--- config.mk ---
export PLATFORM = sky130hd
export DESIGN_NAME = sbc_div_cell
export DESIGN_NICKNAME = d
export VERILOG_FILES = /design/src/hdl/swept_box_collision_unit_assert.svh /design/src/hdl/sbc_pkg.sv /design/src/hdl/sbc_div_cell.sv
export SDC_FILE = /design/constraint.sdc
export NUM_CORES = 1
export LEC_CHECK = 0
export BUFFER_PORTS_ARGS = -buffer_cell sky130_fd_sc_hd__buf_2
export CORE_MARGIN = 3
export CORE_UTILIZATION = 31
export CTS_BUF_LIST = sky130_fd_sc_hd__clkbuf_4 sky130_fd_sc_hd__clkbuf_8 sky130_fd_sc_hd__clkbuf_16
export DETAILED_ROUTE_END_ITERATION = 7
export PLACE_DENSITY = 0.63
export SLEW_MARGIN = 20
export SYNTH_ARGS = -nofsm -noshare
export SYNTH_HDL_FRONTEND = slang
export SYNTH_SLANG_ARGS = --single-unit
--- constraint.sdc ---
create_clock -name clk_i -period 0.8 [get_ports clk_i]
set_input_delay 0.16 -clock clk_i [delete_from_list [all_inputs] [get_ports clk_i]]
set_output_delay 0.16 -clock clk_i [all_outputs]
set_load 0.03 [all_outputs]
--- src/hdl/swept_box_collision_unit_assert.svh ---
// Assertion macros shared by the RTL.
`ifndef SWEPT_BOX_COLLISION_UNIT_ASSERT_SVH
`define SWEPT_BOX_COLLISION_UNIT_ASSERT_SVH

// Check an implication every clock outside reset.
`define SBC_ASSERT_IMP(label, clk, rst_n, ante, cons, msg) \
  label: assert property (@(posedge clk) disable iff (!rst_n) (ante) |-> (cons)) \
    else $error(msg);

// Check an implication in the next cycle.
`define SBC_ASSERT_NEXT(label, clk, rst_n, ante, cons, msg) \
  label: assert property (@(posedge clk) disable iff (!rst_n) (ante) |=> (cons)) \
    else $error(msg);

`endif

--- src/hdl/sbc_pkg.sv ---
package sbc_pkg;

  localparam int CoordWidth = 24;
  localparam int FracBits   = 8;
  localparam int SizeWidth  = 12;
  localparam int VelWidth   = 16;
  localparam int OutFrac    = 16;
  localparam int FracWidth  = 24;

  // edge differences and the shifted numerator
  localparam int DiffWidth  = CoordWidth + 2;
  localparam int NumWidth   = DiffWidth + OutFrac;
  // divider: one quotient bit per cell
  localparam int QuoWidth   = NumWidth;
  localparam int RemWidth   = VelWidth + 1;
  localparam int DivCells   = QuoWidth;

  typedef enum logic [2:0] {
    SIDE_RIGHT = 3'd0,
    SIDE_DOWN  = 3'd1,
    SIDE_LEFT  = 3'd2,
    SIDE_UP    = 3'd3,
    SIDE_NONE  = 3'd4
  } side_e;

  typedef struct packed {
    logic [CoordWidth-1:0] self_left;
    logic [CoordWidth-1:0] self_top;
    logic [SizeWidth-1:0]  self_width;
    logic [SizeWidth-1:0]  self_height;
    logic [VelWidth-1:0]   vel_x;
    logic [VelWidth-1:0]   vel_y;
    logic [CoordWidth-1:0] other_left;
    logic [CoordWidth-1:0] other_top;
    logic [SizeWidth-1:0]  other_width;
    logic [SizeWidth-1:0]  other_height;
  } req_t;

  typedef struct packed {
    logic                 overlap;
    logic [2:0]           hit_side;
    logic [FracWidth-1:0] contact_fraction;
    logic                 fraction_saturated;
  } rsp_t;

  // item flowing down the divider chain
  typedef struct packed {
    logic                valid;
    logic                overlap;
    side_e               side;
    logic                neg;
    logic [QuoWidth-1:0] dividend;
    logic [RemWidth-1:0] divisor;
    logic [RemWidth-1:0] rem;
    logic [QuoWidth-1:0] quo;
  } cell_t;

endpackage

--- src/hdl/sbc_div_cell.sv ---
module sbc_div_cell
  import sbc_pkg::*;
(
  input  logic  clk_i,
  input  logic  rst_ni,
  input  logic  en_i,
  input  cell_t cell_i,
  output cell_t cell_o
);

  cell_t nxt_d, cell_q;
  logic  valid_q;
  logic [RemWidth:0] trial;

  always_comb begin
    nxt_d = cell_i;
    trial = {cell_i.rem, cell_i.dividend[QuoWidth-1]};
    nxt_d.dividend = {cell_i.dividend[QuoWidth-2:0], 1'b0};
    if (trial >= {1'b0, cell_i.divisor}) begin
      nxt_d.rem = RemWidth'(trial - {1'b0, cell_i.divisor});
      nxt_d.quo = {cell_i.quo[QuoWidth-2:0], 1'b1};
    end else begin
      nxt_d.rem = RemWidth'(trial);
      nxt_d.quo = {cell_i.quo[QuoWidth-2:0], 1'b0};
    end
  end

  always_ff @(posedge clk_i or negedge rst_ni) begin
    if (!rst_ni) begin
      valid_q <= 1'b0;
    end else if (en_i) begin
      valid_q <= nxt_d.valid;
    end
  end

  always_ff @(posedge clk_i) begin
    if (en_i) begin
      cell_q <= nxt_d;
    end
  end

  always_comb begin
    cell_o       = cell_q;
    cell_o.valid = valid_q;
  end

endmodule

=== Word level (Yosys, flattened, before mapping) ===
Index checks and enable logic that the tools add are counted.

* $lt $le $gt $ge: 1
* $add $sub $neg: 1
* Mux-type cells: 1

{| class="wikitable"
|+ Operator list
! cell !! count
|-
| two-way mux 59 bit || 1
|-
| >= comparator 18 x 17 -> 1 bit || 1
|-
| subtractor 17 bit || 1
|}

* Bits of input ports: 127
* Register bits after elaboration: 123

=== Logic depth before layout (Yosys ltp) ===
* Depth in word-level cells: 2
* Depth in mapped cells: 12
* Gate-level depth less buffers: 11

=== Least setup slack after synthesis ===
No wires, ideal clock.

* Path kind: in2reg
* Start: input cell_i[117] in the netlist's numbering
* End: register cell_q, in the netlist cell_o[45], data pin
* Setup slack: -1460 ps
* Arrival: 2000 ps
* Stages: 12
* Path through: inv_1 -> ha_1 -> inv_1 -> fa_1 -> a21oi_1 -> or3_4 -> a21oi_4 -> o21bai_4 -> and2_4 -> buf_12 -> inv_12 -> mux2_4

{| class="wikitable"
|+ RTL lines
! element !! line !! RTL
|-
| from (decl) || sbc_div_cell.sv:7 || <nowiki>input cell_t cell_i,</nowiki>
|-
| to (signal assigned) || sbc_div_cell.sv:38 || <nowiki>cell_q <= nxt_d;</nowiki>
|-
| to (decl) || sbc_div_cell.sv:11 || <nowiki>cell_t nxt_d, cell_q;</nowiki>
|}

==> summary.md <==
| Metric | Value |
|---|---|
| Synth Cell Area | 4901 um^2 |
| R2R cell count | 1 |
| Ranking of synthesized cells by area | edfxtp_1, ha_1, mux2_4 |
| CP Capture Point | cell_o[48] |
| Routed vias | 4199 |
| DRC violations left | 0 |
| Post-DP HPWL | 11520 um |
| Final Hold Viols | 0 |
| Final nets | approximately 860 |
| P&R area growth vs syn | 95.63% |
| CP startpoint kind | input pin |
| Top_reg_cell synth | edfxtp_1 |
| Routed Antenna Nets | 0 |
| Seq/Total Area, Yosys | 0.7526 |
| Max Clock Freq | 0.5588 GHz |
| Min Tclk post-route | 1.790 ns |
| Internal power | roughly 15 mW |
| Leakage | around 4.1 nW |
| Final setup viols | 141 |
| Reported max-cap violation count | 0 |
| EDFF count, synth | about 120 |
| Failing checks | setup timing |
| Initial antenna violation count | 1 |
| Worst-skew pair later-pin latency | around 0.40 ns |
| Critical path startpoint | cell_i[117] |
| First-pass GRT wire length | 27200 um |
| Drt first pass iters | 4 |
| PortBufs | 248 |
| Clock-pin slew on the worst setup and hold paths | 0.06 ns |
| Asr flop ratio synth | 0.008130 |
| Final setup skew | 0 ns |
| WL final | 18120 um |
| Switching portion of total power | 0.2735 |
| Number of global-route vias before repair | 4556 |
| Distinct cells, synth | between 40 and 50 |
| Ys Warns | 0 |
| DP Area | 7013 um^2 |
| CTS H-tree lvls | 4 |
| Core area | between 15000 and 20000 um^2 |
| Power Density | 2183 nW/um^2 |
| Post-Syn Nets | 424 |
| CTS tree | yes |
| Pin count of the biggest net entering global routing | 26 |
| Arr. time, crit path | 1.94 ns |
| Hold Path Class | input pin to flop |
| Max-slew violation count | 0 |
| Peak supply drop | ~0.0015 V |
| Clk buf depth | 2 |
| Commonest cells after routing, fill and taps aside | buf_6, edfxtp_1, buf_2, dlygate4sd3_1, buf_4 |
| Congestion Overflow GR | 0 |
| GPL Wtd Cong | 0.8498 |
| Inserted Diodes | 0 |
| Num CTS Buffers | 17 |
| R2r endpoint | valid_q |
| Setup_tns | -55.05 ns |
| Syn Area/Cell | 17.57 um^2 |
| Layout cells sized above 1 | 0.5425 |
| IO Count | 251 |
| Area share of the leading cell type in the synthesized netlist | 0.7475 |
| Die Height | 131.7 um |
| Most common cell after layout, fill and taps aside | buf_6 |
| Row cnt | 45 |
| Die area | 17350 um^2 |
| Worst-path fanout max | 5 |
| Final Cell Area | 9588 um^2 |
| Setup ws final | -0.9896 ns |
| Starting Density | 0.3200 |
| Vias per std cell | 4.462 |
| Yosys reg bits | 123 |
| Crit path kind | input pin to flop |
| Reg2reg start | valid_q |
| Area leader, netlist | edfxtp_1 |
| Outcome | finished, violations left |
| DRT iter0 DRCs | ~280 |
| Final worst-path cycle share | 2.237 |
| Finished Core Util | 0.6261 |
| Synth Instances | 279 |
| Clock power frac | 0.375 |
| Routed wire per std cell | 19.26 um |
| Combinational Power Share | 0.238 |
| Sequential share of power | 0.387 |
| Total Routing Usage GR | 0.2061 |
| CTS Root Cell | clkbuf_16 |
| RSZ-0062 raised after global routing | yes |
| Critical Path Sink Type | flop |
| Final-layout fill cell count | 1091 |
| Die width | 131.7 um |
| R2r setup slk | 0.02 ns |
| Worst path required time | 0.95 ns |
| Clk sinks | about 120 |
| Pre-CTS setup slack | -1.476 ns |
| Psw | 5.725 mW |
## what timing repair did
action / 4_1_cts / 5_1_grt
setup endpoints to repair: 141 / 142
gates cloned: 1 / 0
endpoints found under the hold margin: 104 / 1
hold buffers: 103 / 1
pin swaps: 4 / 3
gates resized for setup: 263 / 11
buffers inserted: 2 / 2
## power by group through the flow
stage / sequential [mW] / clock (mW) / combinational (mW)
2_1_floorplan: 9.23 / 0 / 0.933
3_3_place_gp: 8.02 / 0 / 3.69
5_1_grt: 8.15 / 8.32 / 5.23
6_report: 8.10 / 7.85 / 4.99
3_5_place_dp: 8.04 / 0 / 3.73
4_1_cts: 8.07 / 7.95 / 4.87
## layout make-up
class,count,area [um^2],area share
Clock buffer,18,432.9,0.04515
Timing Repair Buffer,421,3670,0.3827
Sequential cell,123,3689,0.3847
Inverter,23,106.4,0.01109
Timing Repair inverter,1,8.758,0.0009135
Clock inverter,14,170.2,0.01775
Multi-Input combinational cell,130,1247,0.1301
Tap cell,211,264.0,0.02753
## critical path, cell delays in order
cell and delay, ns:
buf_8 0.11, inv_8 0.04, ha_4 0.11, inv_2 0.03
fa_2 0.34, a21oi_2 0.16, or3_4 0.16, a21oi_4 0.06
o21bai_4 0.14, and2_4 0.27, inv_6 0.07, mux2_4 0.29
## cell usage after synthesis (all sizes together), types with 4 or more instances
master  count
ha         17
nand2       9
nand3       8
a21oi      15
nor3        4
and2        4
o31ai       4
edfxtp    122
mux2       11
inv        23
xnor2       8
nor2        6
o21ai       7
## worst min-delay path by stage
stage / start / endpoint / depth (start not counted)
finish: cell_i[74] / cell_o[74] / 2
global route: cell_i[74] / cell_o[74] / 2
CTS: cell_i[59] / cell_o[59] / 1
detailed placement: rst_ni / valid_q / 1
global placement: rst_ni / valid_q / 1
floorplan: rst_ni / valid_q / 0
## flip-flops by register name, indices dropped and copies added, names as in the netlist
name / flops
cell_o: 122
valid_q: 1
## layer usage
metal | share of wire | global-route usage
met4 | 0.038 | 0.08751
met1 | 0.38 | 0.2248
met2 | 0.51 | 0.3673
met5 | 0.0011 | 0
met3 | 0.068 | 0.06870
## logic make-up (layout without fill, tap and decap cells)
family	count (synthesis)	after routing	share of synthesized area
flip-flops	123	123	0.7526
AO/OA/AOI/OAI	47	47	0.07200
AND/OR/NAND/NOR	41	41	0.04519
buffers and inverters	26	477	0.02732
adder cells (fa/ha/maj)	18	18	0.04748
multiplexers	12	12	0.03497
XOR/XNOR	11	11	0.01966
other	1	1	0.0007652
## stage by stage
stage                     instances  power, mW  hold WS, ns
final                           941      20.93      0.04429
after detailed placement        800      11.78     -0.06107
after global placement          800      11.72     -0.06496
after global routing            941      21.69      0.04873
after CTS                       938      20.90     -0.08339
after floorplan                 279      10.17      -0.1356
No activity file was read; power rests on OpenSTA's default activity.
